### config.mk
export PLATFORM = sky130hd
export DESIGN_NAME = png_palette_extractor_flat
export DESIGN_NICKNAME = d
export VERILOG_FILES = /design/src/rtl/png_pe_pkg.sv /design/src/rtl/png_pe_ifs.sv /design/src/rtl/png_palette_extractor.sv /design/src/rtl/png_pe_walker.sv /design/src/rtl/png_pe_outq.sv /design/src/flat_wrapper.sv
export SDC_FILE = /design/constraint.sdc
export NUM_CORES = 1
export LEC_CHECK = 0
export ABC_CLOCK_PERIOD_IN_PS = 17670
export BUFFER_PORTS_ARGS = -buffer_cell sky130_fd_sc_hd__buf_2
export CORE_ASPECT_RATIO = 0.6
export CORE_UTILIZATION = 62
export DETAILED_ROUTE_END_ITERATION = 10
export GPL_TIMING_DRIVEN = 0
export PLACE_DENSITY = 0.8
export SETUP_SLACK_MARGIN = 0.1
export SKIP_CTS_REPAIR_TIMING = 1
export SLEW_MARGIN = 20
export SYNTH_ARGS = -nofsm -noshare
export SYNTH_HDL_FRONTEND = slang
export SYNTH_HIERARCHICAL = 1
export SYNTH_SLANG_ARGS = --single-unit
### constraint.sdc
create_clock -name clk -period 17.67 [get_ports clk]
set_input_delay 0 -clock clk [delete_from_list [all_inputs] [get_ports clk]]
set_output_delay 0 -clock clk [all_outputs]
set_load 0.01 [all_outputs]
### src/rtl/png_pe_pkg.sv
// ----------------------------------------------------------------------------
// png_pe_pkg
// Shared types and constants for the PNG palette extractor.
// ----------------------------------------------------------------------------
package png_pe_pkg;

  localparam int PALETTE_ENTRIES_DEF = 256;
  localparam int OQ_DEPTH            = 4;

  localparam logic [3:0]  SIG_BYTES       = 4'h8;
  localparam logic [3:0]  SIG_CHECK_END   = 4'h4;
  localparam logic [31:0] TYPE_IHDR       = 32'h4948_4452;
  localparam logic [31:0] TYPE_PLTE       = 32'h504C_5445;
  localparam logic [7:0]  ALPHA_BYTE      = 8'h01;
  localparam logic [31:0] COLOR_TYPE_OFS  = 32'h9;
  localparam logic [7:0]  COLOR_INDEXED   = 8'd3;
  localparam logic [31:0] FIELD_BYTES     = 32'd4;

  typedef enum logic [1:0] {
    PH_LENGTH = 2'd0,
    PH_TYPE   = 2'd1,
    PH_DATA   = 2'd2,
    PH_CRC    = 2'd3
  } phase_t;

  typedef enum logic [1:0] {
    ST_FOUND      = 2'd0,
    ST_NOT_PNG    = 2'd1,
    ST_NO_PALETTE = 2'd2
  } status_t;

  typedef enum logic {
    KIND_ENTRY  = 1'b0,
    KIND_STATUS = 1'b1
  } kind_t;

  typedef struct packed {
    logic        result_kind;
    logic [7:0]  entry_index;
    logic [31:0] entry_word;
    logic [1:0]  status;
    logic        last_result;
  } result_t;

  // results produced by one accepted byte
  typedef struct packed {
    result_t    res0;
    result_t    res1;
    logic [1:0] push_cnt;
  } push_t;

endpackage

### src/rtl/png_pe_ifs.sv
// ----------------------------------------------------------------------------
// png_pe_ifs
// Valid/ready channel interfaces for file bytes and extractor results.
// ----------------------------------------------------------------------------
interface png_pe_byte_if;
  logic       valid;
  logic       ready;
  logic [7:0] file_byte;
  logic       last_byte;

  modport source (output valid, output file_byte, output last_byte, input ready);
  modport sink   (input valid, input file_byte, input last_byte, output ready);
endinterface

interface png_pe_result_if;
  logic        valid;
  logic        ready;
  logic        result_kind;
  logic [7:0]  entry_index;
  logic [31:0] entry_word;
  logic [1:0]  status;
  logic        last_result;

  modport source (output valid, output result_kind, output entry_index,
                  output entry_word, output status, output last_result,
                  input ready);
  modport sink   (input valid, input result_kind, input entry_index,
                  input entry_word, input status, input last_result,
                  output ready);
endinterface

### src/rtl/png_palette_extractor.sv
// Latency: if the queue is empty, a result is offered the cycle after its byte.
// Throughput: one byte per cycle while the queue has room; the byte count, not
// the result count, sets it, except that a final byte completing a triple yields
// two results at once. The parse is a single registered state update per byte;
// results sit in a four-entry queue. Synchronous reset returns the parser to the
// start of a file and empties the queue.
// ----------------------------------------------------------------------------
// png_palette_extractor
// Byte-serial PNG parser giving PLTE entries as ABGR words and a file status.
// ----------------------------------------------------------------------------
module png_palette_extractor #(
  parameter int PALETTE_ENTRIES = png_pe_pkg::PALETTE_ENTRIES_DEF
) (
  input  logic            clk,
  input  logic            rst,
  png_pe_byte_if.sink     bytes,
  png_pe_result_if.source results
);
  import png_pe_pkg::*;

  push_t   push;
  result_t head;
  logic    room;
  logic    accept;

  assign bytes.ready = room;
  assign accept      = bytes.valid & room;

  png_pe_walker #(
    .PALETTE_ENTRIES(PALETTE_ENTRIES)
  ) u_walker (
    .clk       (clk),
    .rst       (rst),
    .accept    (accept),
    .file_byte (bytes.file_byte),
    .last_byte (bytes.last_byte),
    .push      (push)
  );

  png_pe_outq u_outq (
    .clk       (clk),
    .rst       (rst),
    .push      (push),
    .room      (room),
    .out_valid (results.valid),
    .out_ready (results.ready),
    .out_data  (head)
  );

  assign results.result_kind = head.result_kind;
  assign results.entry_index = head.entry_index;
  assign results.entry_word  = head.entry_word;
  assign results.status      = head.status;
  assign results.last_result = head.last_result;

endmodule

### src/rtl/png_pe_walker.sv
// ----------------------------------------------------------------------------
// png_pe_walker
// Signature check and chunk walk; builds palette entries and end status.
// ----------------------------------------------------------------------------
module png_pe_walker #(
  parameter int PALETTE_ENTRIES = png_pe_pkg::PALETTE_ENTRIES_DEF
) (
  input  logic                clk,
  input  logic                rst,
  input  logic                accept,
  input  logic [7:0]          file_byte,
  input  logic                last_byte,
  output png_pe_pkg::push_t   push
);
  import png_pe_pkg::*;

  localparam int CNT_W = $clog2(PALETTE_ENTRIES + 1);
  localparam logic [CNT_W-1:0] ENTRY_MAX = CNT_W'(PALETTE_ENTRIES);

  logic [3:0]       header_position, header_position_next;
  logic             signature_good, signature_good_next;
  phase_t           chunk_phase, chunk_phase_next;
  logic [31:0]      field_counter, field_counter_next;
  logic [31:0]      chunk_length, chunk_length_next;
  logic [31:0]      chunk_type, chunk_type_next;
  logic             indexed_seen, indexed_seen_next;
  logic             walk_stopped, walk_stopped_next;
  logic [7:0]       red_latch, red_latch_next;
  logic [7:0]       green_latch, green_latch_next;
  logic [1:0]       triple_position, triple_position_next;
  logic [CNT_W-1:0] entry_counter, entry_counter_next;
  logic             palette_found, palette_found_next;

  logic [31:0] fc_inc;
  logic [31:0] len_shift;
  logic        entry_made;
  logic [8:0]  idx_wide;
  result_t     entry_res;
  result_t     status_res;
  status_t     st;

  assign fc_inc    = field_counter + 32'd1;
  assign len_shift = {chunk_length[23:0], file_byte};
  assign idx_wide  = 9'(entry_counter);

  always_comb begin
    header_position_next = header_position;
    signature_good_next  = signature_good;
    chunk_phase_next     = chunk_phase;
    field_counter_next   = field_counter;
    chunk_length_next    = chunk_length;
    chunk_type_next      = chunk_type;
    indexed_seen_next    = indexed_seen;
    walk_stopped_next    = walk_stopped;
    red_latch_next       = red_latch;
    green_latch_next     = green_latch;
    triple_position_next = triple_position;
    entry_counter_next   = entry_counter;
    palette_found_next   = palette_found;
    entry_made           = 1'b0;
    st                   = ST_NO_PALETTE;

    if (accept) begin
      if (header_position < SIG_BYTES) begin
        if ((header_position == 4'd1 && file_byte != 8'h50) ||
            (header_position == 4'd2 && file_byte != 8'h4E) ||
            (header_position == 4'd3 && file_byte != 8'h47)) begin
          signature_good_next = 1'b0;
        end
        header_position_next = header_position + 4'd1;
      end else if (signature_good && !walk_stopped) begin
        unique case (chunk_phase)
          PH_LENGTH: begin
            chunk_length_next  = len_shift;
            field_counter_next = fc_inc;
            if (fc_inc == FIELD_BYTES) begin
              field_counter_next = '0;
              if (len_shift == 32'd0) begin
                walk_stopped_next = 1'b1;
              end else begin
                chunk_phase_next = PH_TYPE;
              end
            end
          end
          PH_TYPE: begin
            chunk_type_next    = {chunk_type[23:0], file_byte};
            field_counter_next = fc_inc;
            if (fc_inc == FIELD_BYTES) begin
              field_counter_next   = '0;
              triple_position_next = '0;
              entry_counter_next   = '0;
              chunk_phase_next     = PH_DATA;
            end
          end
          PH_DATA: begin
            if (chunk_type == TYPE_IHDR && field_counter == COLOR_TYPE_OFS &&
                file_byte == COLOR_INDEXED) begin
              indexed_seen_next = 1'b1;
            end
            if (chunk_type == TYPE_PLTE && indexed_seen) begin
              priority if (triple_position == 2'd0) begin
                red_latch_next       = file_byte;
                triple_position_next = 2'd1;
              end else if (triple_position == 2'd1) begin
                green_latch_next     = file_byte;
                triple_position_next = 2'd2;
              end else begin
                triple_position_next = 2'd0;
                if (entry_counter < ENTRY_MAX) begin
                  entry_made         = 1'b1;
                  entry_counter_next = entry_counter + CNT_W'(1);
                  palette_found_next = 1'b1;
                end
              end
            end
            field_counter_next = fc_inc;
            if (fc_inc == chunk_length) begin
              field_counter_next = '0;
              chunk_phase_next   = PH_CRC;
            end
          end
          PH_CRC: begin
            field_counter_next = fc_inc;
            if (fc_inc >= FIELD_BYTES) begin
              field_counter_next = '0;
              chunk_length_next  = '0;
              chunk_type_next    = '0;
              chunk_phase_next   = PH_LENGTH;
            end
          end
          default: ;
        endcase
      end

      if (last_byte) begin
        priority if (!signature_good_next || header_position_next < SIG_CHECK_END) begin
          st = ST_NOT_PNG;
        end else if (palette_found_next) begin
          st = ST_FOUND;
        end else begin
          st = ST_NO_PALETTE;
        end
        // file done: back to the reset state
        header_position_next = '0;
        signature_good_next  = 1'b1;
        chunk_phase_next     = PH_LENGTH;
        field_counter_next   = '0;
        chunk_length_next    = '0;
        chunk_type_next      = '0;
        indexed_seen_next    = 1'b0;
        walk_stopped_next    = 1'b0;
        red_latch_next       = '0;
        green_latch_next     = '0;
        triple_position_next = '0;
        entry_counter_next   = '0;
        palette_found_next   = 1'b0;
      end
    end
  end

  always_comb begin
    entry_res.result_kind = KIND_ENTRY;
    entry_res.entry_index = idx_wide[7:0];
    entry_res.entry_word  = {ALPHA_BYTE, file_byte, green_latch, red_latch};
    entry_res.status      = ST_FOUND;
    entry_res.last_result = 1'b0;

    status_res.result_kind = KIND_STATUS;
    status_res.entry_index = '0;
    status_res.entry_word  = '0;
    status_res.status      = st;
    status_res.last_result = 1'b1;

    push.res0     = entry_made ? entry_res : status_res;
    push.res1     = status_res;
    push.push_cnt = {1'b0, entry_made} + {1'b0, accept & last_byte};
  end

  always_ff @(posedge clk) begin
    if (rst) begin
      header_position <= '0;
      signature_good  <= 1'b1;
      chunk_phase     <= PH_LENGTH;
      field_counter   <= '0;
      chunk_length    <= '0;
      chunk_type      <= '0;
      indexed_seen    <= 1'b0;
      walk_stopped    <= 1'b0;
      red_latch       <= '0;
      green_latch     <= '0;
      triple_position <= '0;
      entry_counter   <= '0;
      palette_found   <= 1'b0;
    end else begin
      header_position <= header_position_next;
      signature_good  <= signature_good_next;
      chunk_phase     <= chunk_phase_next;
      field_counter   <= field_counter_next;
      chunk_length    <= chunk_length_next;
      chunk_type      <= chunk_type_next;
      indexed_seen    <= indexed_seen_next;
      walk_stopped    <= walk_stopped_next;
      red_latch       <= red_latch_next;
      green_latch     <= green_latch_next;
      triple_position <= triple_position_next;
      entry_counter   <= entry_counter_next;
      palette_found   <= palette_found_next;
    end
  end

endmodule

### src/rtl/png_pe_outq.sv
// ----------------------------------------------------------------------------
// png_pe_outq
// Small result queue; takes up to two results per cycle, gives one.
// ----------------------------------------------------------------------------
module png_pe_outq (
  input  logic               clk,
  input  logic               rst,
  input  png_pe_pkg::push_t  push,
  output logic               room,
  output logic               out_valid,
  input  logic               out_ready,
  output png_pe_pkg::result_t out_data
);
  import png_pe_pkg::*;

  localparam int PTR_W = $clog2(OQ_DEPTH);
  localparam int CNT_W = $clog2(OQ_DEPTH + 1);

  result_t          mem [OQ_DEPTH];
  logic [PTR_W-1:0] wr_ptr, wr_ptr_next;
  logic [PTR_W-1:0] rd_ptr, rd_ptr_next;
  logic [CNT_W-1:0] count, count_next;
  logic [PTR_W-1:0] wr_ptr_1;
  logic             pop;

  assign wr_ptr_1  = wr_ptr + PTR_W'(1);
  assign pop       = out_valid & out_ready;
  assign out_valid = (count != '0);
  assign out_data  = mem[rd_ptr];
  // keep space for the two results one byte can cause
  assign room      = (count <= CNT_W'(OQ_DEPTH - 2));

  always_comb begin
    wr_ptr_next = wr_ptr + PTR_W'(push.push_cnt);
    rd_ptr_next = rd_ptr + PTR_W'(pop);
    count_next  = count + CNT_W'(push.push_cnt) - CNT_W'(pop);
  end

  always_ff @(posedge clk) begin
    if (push.push_cnt != 2'd0) begin
      mem[wr_ptr] <= push.res0;
    end
    if (push.push_cnt == 2'd2) begin
      mem[wr_ptr_1] <= push.res1;
    end
  end

  always_ff @(posedge clk) begin
    if (rst) begin
      wr_ptr <= '0;
      rd_ptr <= '0;
      count  <= '0;
    end else begin
      wr_ptr <= wr_ptr_next;
      rd_ptr <= rd_ptr_next;
      count  <= count_next;
    end
  end

endmodule

### src/flat_wrapper.sv
// flat-port wrapper written by rule: the top's interface ports become plain ports
module png_palette_extractor_flat import png_pe_pkg::*;
#(
  parameter int PALETTE_ENTRIES = png_pe_pkg::PALETTE_ENTRIES_DEF
)
  (clk, rst, bytes_valid, bytes_file_byte, bytes_last_byte, bytes_ready, results_valid, results_result_kind, results_entry_index, results_entry_word, results_status, results_last_result, results_ready);
  png_pe_byte_if bytes_i ();
  png_pe_result_if results_i ();
  input  logic clk;
  input  logic rst;
  input wire logic [$bits(bytes_i.valid)-1:0] bytes_valid;
  input wire logic [$bits(bytes_i.file_byte)-1:0] bytes_file_byte;
  input wire logic [$bits(bytes_i.last_byte)-1:0] bytes_last_byte;
  output wire logic [$bits(bytes_i.ready)-1:0] bytes_ready;
  output wire logic [$bits(results_i.valid)-1:0] results_valid;
  output wire logic [$bits(results_i.result_kind)-1:0] results_result_kind;
  output wire logic [$bits(results_i.entry_index)-1:0] results_entry_index;
  output wire logic [$bits(results_i.entry_word)-1:0] results_entry_word;
  output wire logic [$bits(results_i.status)-1:0] results_status;
  output wire logic [$bits(results_i.last_result)-1:0] results_last_result;
  input wire logic [$bits(results_i.ready)-1:0] results_ready;
  assign bytes_i.valid = bytes_valid;
  assign bytes_i.file_byte = bytes_file_byte;
  assign bytes_i.last_byte = bytes_last_byte;
  assign bytes_ready = bytes_i.ready;
  assign results_valid = results_i.valid;
  assign results_result_kind = results_i.result_kind;
  assign results_entry_index = results_i.entry_index;
  assign results_entry_word = results_i.entry_word;
  assign results_status = results_i.status;
  assign results_last_result = results_i.last_result;
  assign results_i.ready = results_ready;
  png_palette_extractor #(.PALETTE_ENTRIES(PALETTE_ENTRIES)) u_core (.clk(clk), .rst(rst), .bytes(bytes_i), .results(results_i));
endmodule
* Yosys cells after proc, flatten, opt, wreduce, memory -nomap -nowiden *
Memories as Yosys holds them, arrays and structs flattened. A register that Yosys moved wholly into a read port is not among the register bits.
Index checks and enable logic that the tools add are counted.

operators by class
  $lt $le $gt $ge = 5
  multipliers = 0
  eq/ne operators = 28
  div/mod/pow operators = 0
  bitwise operators = 3
  add/subtract/negate cells = 9
  shift operators = 0
  reduce and logical (&&, ||, !) cells = 40
  muxes and demuxes = 100

operators by type and width
  cell                   number
  $mux 32                13
  $pmux 32 s2            2
  $mux 8                 13
  $pmux 32 s3            1
  $mux 9                 8
  $eq 32x31->1 const B   2
  $mux 44                1
  $mux 2                 20
  $mux 1                 36
  $add 32x1->32 const B  1
  $eq 32x3->1 const B    1
  $eq 32x32->1           1
  $eq 32x4->1 const B    1
  $ge 32x3->1 const B    1
  $logic_not 32->1       1
  $ne 3x3->1 const B     9
  $ne 8x7->1 const B     3
  $reduce_bool 2->1      10
  $pmux 9 s2             1
  $reduce_and 6->1       3
  $reduce_and 5->1       3
  $mux 4                 3
  $reduce_bool 3->1      4
  $add 9x1->9 const B    1
  other kinds (29)       46

word-level totals
  output and inout bits = 46
  input bits = 13
  bits in registers = 140
  bits in latches = 0
  memories kept = 1
  RAM bits = 176
  ROM bits = 0
  word-level logic and storage cells = 202

memory list
  name               words  width  rd ports  clocked after memory_dff  wr ports  line               source
  u_core.u_outq.mem  4      44     1         1                         2         png_pe_outq.sv:19  result_t mem [OQ_DEPTH];

* Depth between registers and ports, before layout *
Gate-level depths: netlist (run 1).

  word-level depth = 14
  depth in mapped cells = 16
  gate-level depth less buffers = 14

* Cells and area by module *
Netlist (run 1), hierarchy kept.

modules (own cells, without submodules)
  module                 seq. area each (um^2)  area an instance (um^2)  times used  cells an instance
  png_pe_outq            5425.2                 8957.3                   1           471
  png_pe_walker          2662.6                 8386.8                   1           1092
  png_palette_extractor  0.0                    6.3                      1           1

* Worst setup path before layout (run 1) *
No wires, ideal clock.

  path type = register to register
  from = reg u_core.u_walker.chunk_phase[0]
  to = mem u_core/u_outq/mem[0][0] in the netlist's numbering (enable)
  path slack = 11.638 ns
  required time = 17.164 ns
  clock period less this slack = 6.032 ns
  setup time = 0.506 ns
  stages on the path, launching flop included = 13
  arrival = 5.526 ns
  cells stage by stage = dfxtp_1 inv_1 ha_1 inv_1 nor4b_1 nand4_1 nor3_1 and3_1 clkbuf_1 and2_1 ha_1 o21bai_1 o21ai_0

RTL lines
  element                 line                  source
  from (decl)             png_pe_walker.sv:22   phase_t chunk_phase, chunk_phase_next;
  from (signal assigned)  png_pe_walker.sv:197  chunk_phase <= chunk_phase_next;
  to (decl)               png_pe_outq.sv:19

* Worst setup path in the final report (run 1) *
  from = reg u_core.u_walker.field_counter[0]
  to = reg u_core.u_walker.field_counter[24]

on the way
  word-level cells in the longest chain between the ends = 7

RTL lines
  element                              line                  source
  from (decl)                          png_pe_walker.sv:23   logic [31:0] field_counter, field_counter_next;
  from (signal assigned)               png_pe_walker.sv:198  field_counter <= field_counter_next;
  $add 32x1->32 *                      png_pe_walker.sv:42   assign fc_inc = field_counter + 32'd1;
  $ge 32x3->1 (tied with other cells)  png_pe_walker.sv:124  if (fc_inc >= FIELD_BYTES) begin
  $mux 32, on equally long branches    n/a
  $pmux 32 s3 *                        png_pe_walker.sv:72   unique case (chunk_phase)
  $mux 32 *                            png_pe_walker.sv:71   end else if (signature_good && !walk_stopped) begin
  $mux 32 *                            png_pe_walker.sv:64   if (header_position < SIG_BYTES) begin
  $mux 32 *                            png_pe_walker.sv:135  if (last_byte) begin

Mark *: on every way between the ends. The rest lies on a longest branch, timed or not. The select of a mux whose other input is x is not followed.
A chain may end at the register's enable or synchronous reset.

==> flow_summary.yaml, run 1 <==
layout:
  drive_above_1_share_pct: 25.70
  layout.nets: 1744
  layout_common_cells: "edfxtp_1, mux2_2, dfxtp_1, nand2_1, nand3_1"
  multi_input_comb_area_um2: 8439
  finalInstanceArea_um2: 19490
  ff_latch_area_um2: 8088
  fillers: 1933
  area_growth_pct: 12.35
  post-route-util_pct: 70.83
  layout_commonest_cell: "edfxtp_1"
detailed_routing:
  wl_per_cell_um: 23.17
  drtPass1Iterations: 6
  drt_iter0_markers: 1897
  met1_length_mm: 21.01
  vias: 13650
  wirelength_mm: 48.83
  remaining_drc_errors: 0
  ant_nets: 0
  wl_met2_mm: 20.18
  vias_per_cell: 6.480
  dr.max_layer_used: "met4"
  routed-wl-met3_mm: 6.679
floorplan:
  die_x_um: 218.0
  io_pins: 59
  start_util_pct: 63.04
  rows: 47
  die_height_um: 131.6
  coreArea_um2: 27520
  die_area_um2: 28680
worst_hold_path:
  worstHoldPathType: "input port to flip-flop"
cts:
  clock_latency_ns: 0.58
  cts.sinks: 316
  htreeDepth: 1
  clockBufferDepth: 3
  numCtsBuffers: 30
  clk_pin_slew_worst_paths_ns: 0.07
  cts_tree: "built"
  root_buffer: "clkbuf_16"
timing:
  slew_headroom_pct: 23.12
  worst_pin_slew_ns: 1.143
  setup_violations: 0
  fin_crit_ns: 5.323
  fin_setup_tns_ns: 0
  period_share_pct: 30.13
  hold_slack_ns: 0.07432
  maxSlewViolCount: 0
  finClkSkew_ns: 0.02215
  finalHoldViolations: 0
  max_freq_ghz: 0.1878
  grt_setup_unrepaired: "no"
grt:
  grt_pass1_wl_mm: 75.35
  gr-total-overflow: 0
  grt_pass1_vias: 12970
  grt_usage_pct: 34.12
  antenna_found_initial: 1
  grt_max_degree: 25
setup_path:
  critPathTopFamily: "simple AND/OR/NAND/NOR gates"
  rrSetupSlack_ns: 12.35
  crit_top_cell: "buf_2"
  crit_chain: "ha_1, nand3_1, or4_1, buf_2, buf_2, nor4_1, xnor2_1, o211ai_1, or4b_2, nor4_4, a211oi_2, buf_6, buf_4, a21oi_1, a31oi_1"
  cp_slowest_cell: "nor4_1"
  cpPeakStageDelay_ns: 0.94
  cp_max_fo: 10
  critPathBufInv: 4
  worst-endpoint-required_ns: 18.09
  cp.arrival_ns: 5.74
  endpoint_kind: "flip-flop"
  cp-start-kind: "flip-flop"
  crit_type: "flip-flop to flip-flop"
power:
  leakagePower_nw: 7.371
  powerDensity_nw_per_um2: 88.32
  vdd_drop_max_mv: 0.08181
synth:
  async_flop_share_pct: 0
  synth_area_um2: 17350
  synth_edf_count: 176
  syn_avg_cell_area_um2: 11.09
  synth_ff_type: "edfxtp_1"
  synth-seq-cells: 316
  ys_types: 82
  syn_inst: 1564
  ys_seq_area_share_pct: 46.61
  yosysWarningCount: 6
placed_design:
  gp_congestion: 0.9846
  portBuffers: 55
  hpwl_mm: 34.96
  placed_area_um2: 18460
run_status:
  outcome: "finished clean"
run:
  drv_cap: 0
-- registers in the layout (all words and copies together) (netlist names), 3 cells and up --
name                             flops
u_core/u_walker/field_counter       32
u_core/u_walker/chunk_length        32
u_core/u_walker/entry_counter        9
u_core/u_walker/green_latch          8
u_core/u_outq/mem                  176
u_core/u_walker/header_position      4
u_core/u_walker/chunk_type          32
u_core/u_walker/red_latch            8
u_core/u_outq/count                  3
-- power by group --
part | switching (mW) | total [mW] | internal, mW | leakage (nW)
clock | 0.281 | 0.616 | 0.335 | 0.461
combinational | 0.165 | 0.295 | 0.130 | 4.05
sequential | 0.0135 | 0.810 | 0.797 | 2.86
total | 0.459 | 1.72 | 1.26 | 7.37
-- worst register-to-register path: cells and delay by family (launching register included) --
family,cells,cell delay (ns)
AOI/OAI and AO/OA,4,0.51
xor gates and xnor gates,1,0.21
adders and majority gates,1,0.35
buffers and inverters,4,0.81
DFF,1,0.58
and+or+nand+nor,5,2.73
-- cell usage after synthesis (4+ instances only) --
library cell,n,area (µm²)
a211oi_1,4,30.03
a21boi_0,4,30.03
a21o_1,15,112.6
a21oi_1,96,480.5
a22o_1,7,61.31
a22oi_1,6,45.04
a311oi_1,4,35.03
a31oi_1,26,162.7
a41oi_1,4,35.03
and2_1,11,68.82
and3_1,43,269.0
and4_1,5,43.79
buf_1,9,33.78
buf_2,27,135.1
buf_4,61,457.9
buf_6,6,67.56
clkbuf_1,67,251.5
dfxtp_1,140,2803
edfxtp_1,176,5285
ha_1,15,187.7
inv_1,22,82.58
mux2_2,169,1903
mux2_4,10,150.1
mux2i_1,24,240.2
mux4_2,44,991.0
nand2_1,112,420.4
nand2b_1,11,68.82
nand3_1,98,490.5
nand4_1,17,106.4
nor2_1,80,300.3
nor2b_1,16,100.1
nor3_1,19,95.09
nor4_1,21,131.4
nor4b_1,10,87.58
o2111ai_1,5,43.79
o21a_1,4,30.03
o21ai_0,22,110.1
o21ai_1,7,35.03
o31ai_1,11,82.58
or3_1,12,75.07
or4_1,10,75.07
xnor2_1,32,280.3
xor2_1,19,166.4
-- per-stage QoR --
step	power, mW	std cells	worst slack [ns]
after floorplan	1.016	1611	11.64
after global placement	1.105	2033	8.393
after detailed placement	1.114	2040	12.62
after CTS	1.725	2096	12.58
after global routing	1.776	2107	12.24
final	1.722	2107	12.35
-- cell families after synthesis --
group / Yosys count / synth area share, %
XOR/XNOR: 55 / 3.115
buffers and inverters: 194 / 5.978
adder cells (fa/ha/maj): 16 / 1.197
multiplexers: 247 / 18.93
flip-flops: 316 / 46.61
other: 2 / 0.04328
AO/OA/AOI/OAI: 243 / 8.913
AND/OR/NAND/NOR: 491 / 15.21
-- final cells by class --
type	count	share of cell area, %
tap	367	2.356
timing repair buffer	72	2.773
sequential	316	41.49
antenna	1	0.01284
clock inverter	12	0.3723
multi-input combinational	1101	43.29
inverter	23	0.4429
buffer	171	4.878
clock buffer	44	4.384
-- metal layers --
metal,GRT usage (%),up-vias
met2,46.40,898
met4,7.187,0
li1,-,6059
met1,53.17,6611
met5,0,-
met3,10.09,86
-- worst paths after layout --
check / startpoint / end / cells past startpoint
max: u_core/u_walker/field_counter[0]$_SDFFE_PP0P_ / u_core/u_walker/field_counter[24]$_SDFFE_PP0P_ / 15
min: bytes_last_byte / u_core/u_walker/walk_stopped$_SDFFE_PP0P_ / 5
max reg2reg: u_core/u_walker/field_counter[0]$_SDFFE_PP0P_ / u_core/u_walker/field_counter[24]$_SDFFE_PP0P_ / 15
min reg2reg: u_core/u_walker/chunk_type[31]$_SDFFE_PP0P_ / u_core/u_walker/chunk_type[31]$_SDFFE_PP0P_ / 2
Note: power is estimated with default switching activity, not from simulation.
==> inputs of run 2 (changes only) <==
--- a/config.mk
+++ b/config.mk
@@ -5,7 +5,7 @@
 export SDC_FILE = /design/constraint.sdc
 export NUM_CORES = 1
 export LEC_CHECK = 0
-export ABC_CLOCK_PERIOD_IN_PS = 17670
+export ABC_CLOCK_PERIOD_IN_PS = 5000
 export BUFFER_PORTS_ARGS = -buffer_cell sky130_fd_sc_hd__buf_2
 export CORE_ASPECT_RATIO = 0.6
 export CORE_UTILIZATION = 62
==> constraint.sdc (replaced) <==
create_clock -name clk -period 5 [get_ports clk]
set_input_delay 0 -clock clk [delete_from_list [all_inputs] [get_ports clk]]
set_output_delay 0 -clock clk [all_outputs]
set_load 0.01 [all_outputs]
==> run 2 against run 1 <==
Compared with the run above: first-iteration DRC count is 1.7% lower; register-to-register slack worse by 12 ns; die area stayed put; hold slack better by 0.021 ns; global-route usage is 0.81 points lower; cell area is 0.79% higher; worst setup slack worse by 12 ns; non-clock buffer count is 1 higher; clock power grew to 3.8 times the previous value; highest routed layer is now met5.
==> flow_summary.yaml, run 2 (synthesized netlist as in run 1, its figures left out) <==
run_status:
  outcome: "finished clean"
timing:
  hold_slack_ns: 0.09536
  finClkSkew_ns: 0.01891
  max_freq_ghz: 0.2092
  worst_pin_slew_ns: 1.065
  setup_violations: 0
  slew_headroom_pct: 28.51
  fin_setup_tns_ns: 0
  setup_ws_ns: 0.2189
  grt_setup_unrepaired: "no"
  finalHoldViolations: 0
  period_share_pct: 95.62
  fin_crit_ns: 4.781
  maxSlewViolCount: 0
grt:
  antenna_found_initial: 1
  grt_pass1_wl_mm: 73.24
  grt_max_degree: 25
  grt_pass1_vias: 12650
  grt_usage_pct: 33.31
  gr-total-overflow: 0
setup_path:
  crit_type: "flip-flop to flip-flop"
  endpoint_kind: "flip-flop"
  cp.arrival_ns: 5.20
  cp_max_fo: 10
  worst-endpoint-required_ns: 5.41
  reg2reg_from: "u_core/u_walker/field_counter[0]$_SDFFE_PP0P_"
  rrSetupSlack_ns: 0.22
  worstRegToRegCells: 15
  cp-start-kind: "flip-flop"
  timing.rr.end: "u_core/u_walker/field_counter[27]$_SDFFE_PP0P_"
floorplan:
  die_x_um: 218.0
  die_area_um2: 28680
  coreArea_um2: 27520
  start_util_pct: 63.04
  io_pins: 59
  die_height_um: 131.6
  rows: 47
cts:
  numCtsBuffers: 30
  htreeDepth: 1
  cts_tree: "built"
  cts.sinks: 316
  clock_latency_ns: 0.57
  clockBufferDepth: 3
  clk_pin_slew_worst_paths_ns: 0.06
  root_buffer: "clkbuf_16"
layout:
  top_register: "u_core/u_outq/mem"
  largest_reg_flops: 176
  layout.nets: 1745
  area_growth_pct: 13.24
  drive_above_1_share_pct: 26.39
  layout_commonest_cell: "edfxtp_1"
  layout_common_cells: "edfxtp_1, mux2_2, dfxtp_1, nand2_1, nand3_1"
  diodes: 0
  final_cells: 2106
power:
  seqPwrFrac_pct: 45.4
  p_comb_share_pct: 16.9
  clockPowerShare_pct: 37.6
  leakagePower_nw: 7.458
  cellInternalPower_mw: 4.667
  p_total_mw: 6.293
  powerDensity_nw_per_um2: 320.3
  vdd_drop_max_mv: 0.2772
  sw_frac_of_total_pct: 25.85
  p_sw_mw: 1.627
placed_design:
  hpwl_mm: 34.31
  gp_congestion: 1.033
  portBuffers: 55
  dp_cells: 2039
  dp_slack_ns: 0.03320
detailed_routing:
  vias_per_cell: 6.523
  ant_nets: 0
  vias: 13740
  wl_per_cell_um: 23.03
  remaining_drc_errors: 0
  wirelength_mm: 48.51
  drtPass1Iterations: 6
  drt_iter0_markers: 1865
worst_hold_path:
  whs_endpoint: "u_core/u_walker/signature_good$_SDFFE_PP1P_"
  hold_start: "bytes_valid"
  worstHoldPathType: "input port to flip-flop"
  hold_path_depth: 4
run:
  drv_cap: 0
-- run 2: cell count changes in the layout (fill, tap and decap cells not counted), sizes merged --
| cell | delta |
|---|---|
| clkinv | -4 |
| clkbuf | +3 |
| clkinvlp | -1 |
| bufinv | +3 |
| diode | -1 |
| inv | -1 |
-- run 2: cell type report --
class | instances | area [µm²]
sequential | 316 | 8088
timing repair buffer | 73 | 545.5
fill | 1933 | 7874
tap | 367 | 459.2
multi-input combinational | 1101 | 8493
buffer | 171 | 955.9
clock buffer | 46 | 895.9
clock inverter | 9 | 123.9
inverter | 23 | 86.33
-- run 2: power by group through the flow --
stage	clock [mW]	sequential [mW]	combinational (mW)
final	2.37	2.86	1.06
after detailed placement	0	2.91	1.03
after global placement	0	2.92	0.989
after CTS	2.39	2.86	1.04
after floorplan	0	2.90	0.684
after global routing	2.49	2.87	1.13
-- run 2: through the flow --
stage,util (%),instance area (µm²)
after CTS,70.71,19460
after detailed placement,67.01,18440
after global routing,71.39,19650
after global placement,66.37,18270
after floorplan,-,17530
final,71.39,19650
-- run 2: worst max-delay path by stage --
stage,from,to
6_report,u_core/u_walker/field_counter[0]$_SDFFE_PP0P_,u_core/u_walker/field_counter[27]$_SDFFE_PP0P_
5_1_grt,u_core/u_walker/field_counter[0]$_SDFFE_PP0P_,u_core/u_walker/field_counter[25]$_SDFFE_PP0P_
4_1_cts,u_core/u_walker/chunk_phase[0]$_SDFFE_PP0P_,u_core/u_outq/mem[0][6]$_DFFE_PP_
3_5_place_dp,u_core/u_walker/chunk_phase[0]$_SDFFE_PP0P_,u_core/u_outq/mem[0][12]$_DFFE_PP_
3_3_place_gp,u_core/u_walker/chunk_phase[0]$_SDFFE_PP0P_,u_core/u_outq/mem[0][12]$_DFFE_PP_
2_1_floorplan,u_core/u_walker/chunk_phase[0]$_SDFFE_PP0P_,u_core/u_outq/mem[0][0]$_DFFE_PP_
-- run 2: worst max-delay path, cell delays in order (launching register included) --
cell      delay [ns]
dfxtp_1         0.49
ha_2            0.31
nand3_1         0.24
or4_1           0.47
buf_2           0.21
o21ai_0         0.36
o211ai_1        0.21
or4_1           0.70
or3_1           0.50
o221ai_1        0.33
a211oi_4        0.07
buf_12          0.15
buf_6           0.15
buf_2           0.22
nand2_1         0.10
a31oi_1         0.10
-- run 2: routing by layer --
| layer | routed length [µm] | vias to the layer above | GRT usage [%] | share of wire, % |
|---|---|---|---|---|
| met5 | 24 | - | 0 | 0.049 |
| met1 | 21140 | 6699 | 51.74 | 44 |
| met3 | 6663 | 77 | 10.83 | 14 |
| li1 | - | 6071 | - | - |
| met4 | 843 | 2 | 7.420 | 1.7 |
| met2 | 19840 | 889 | 44.53 | 41 |
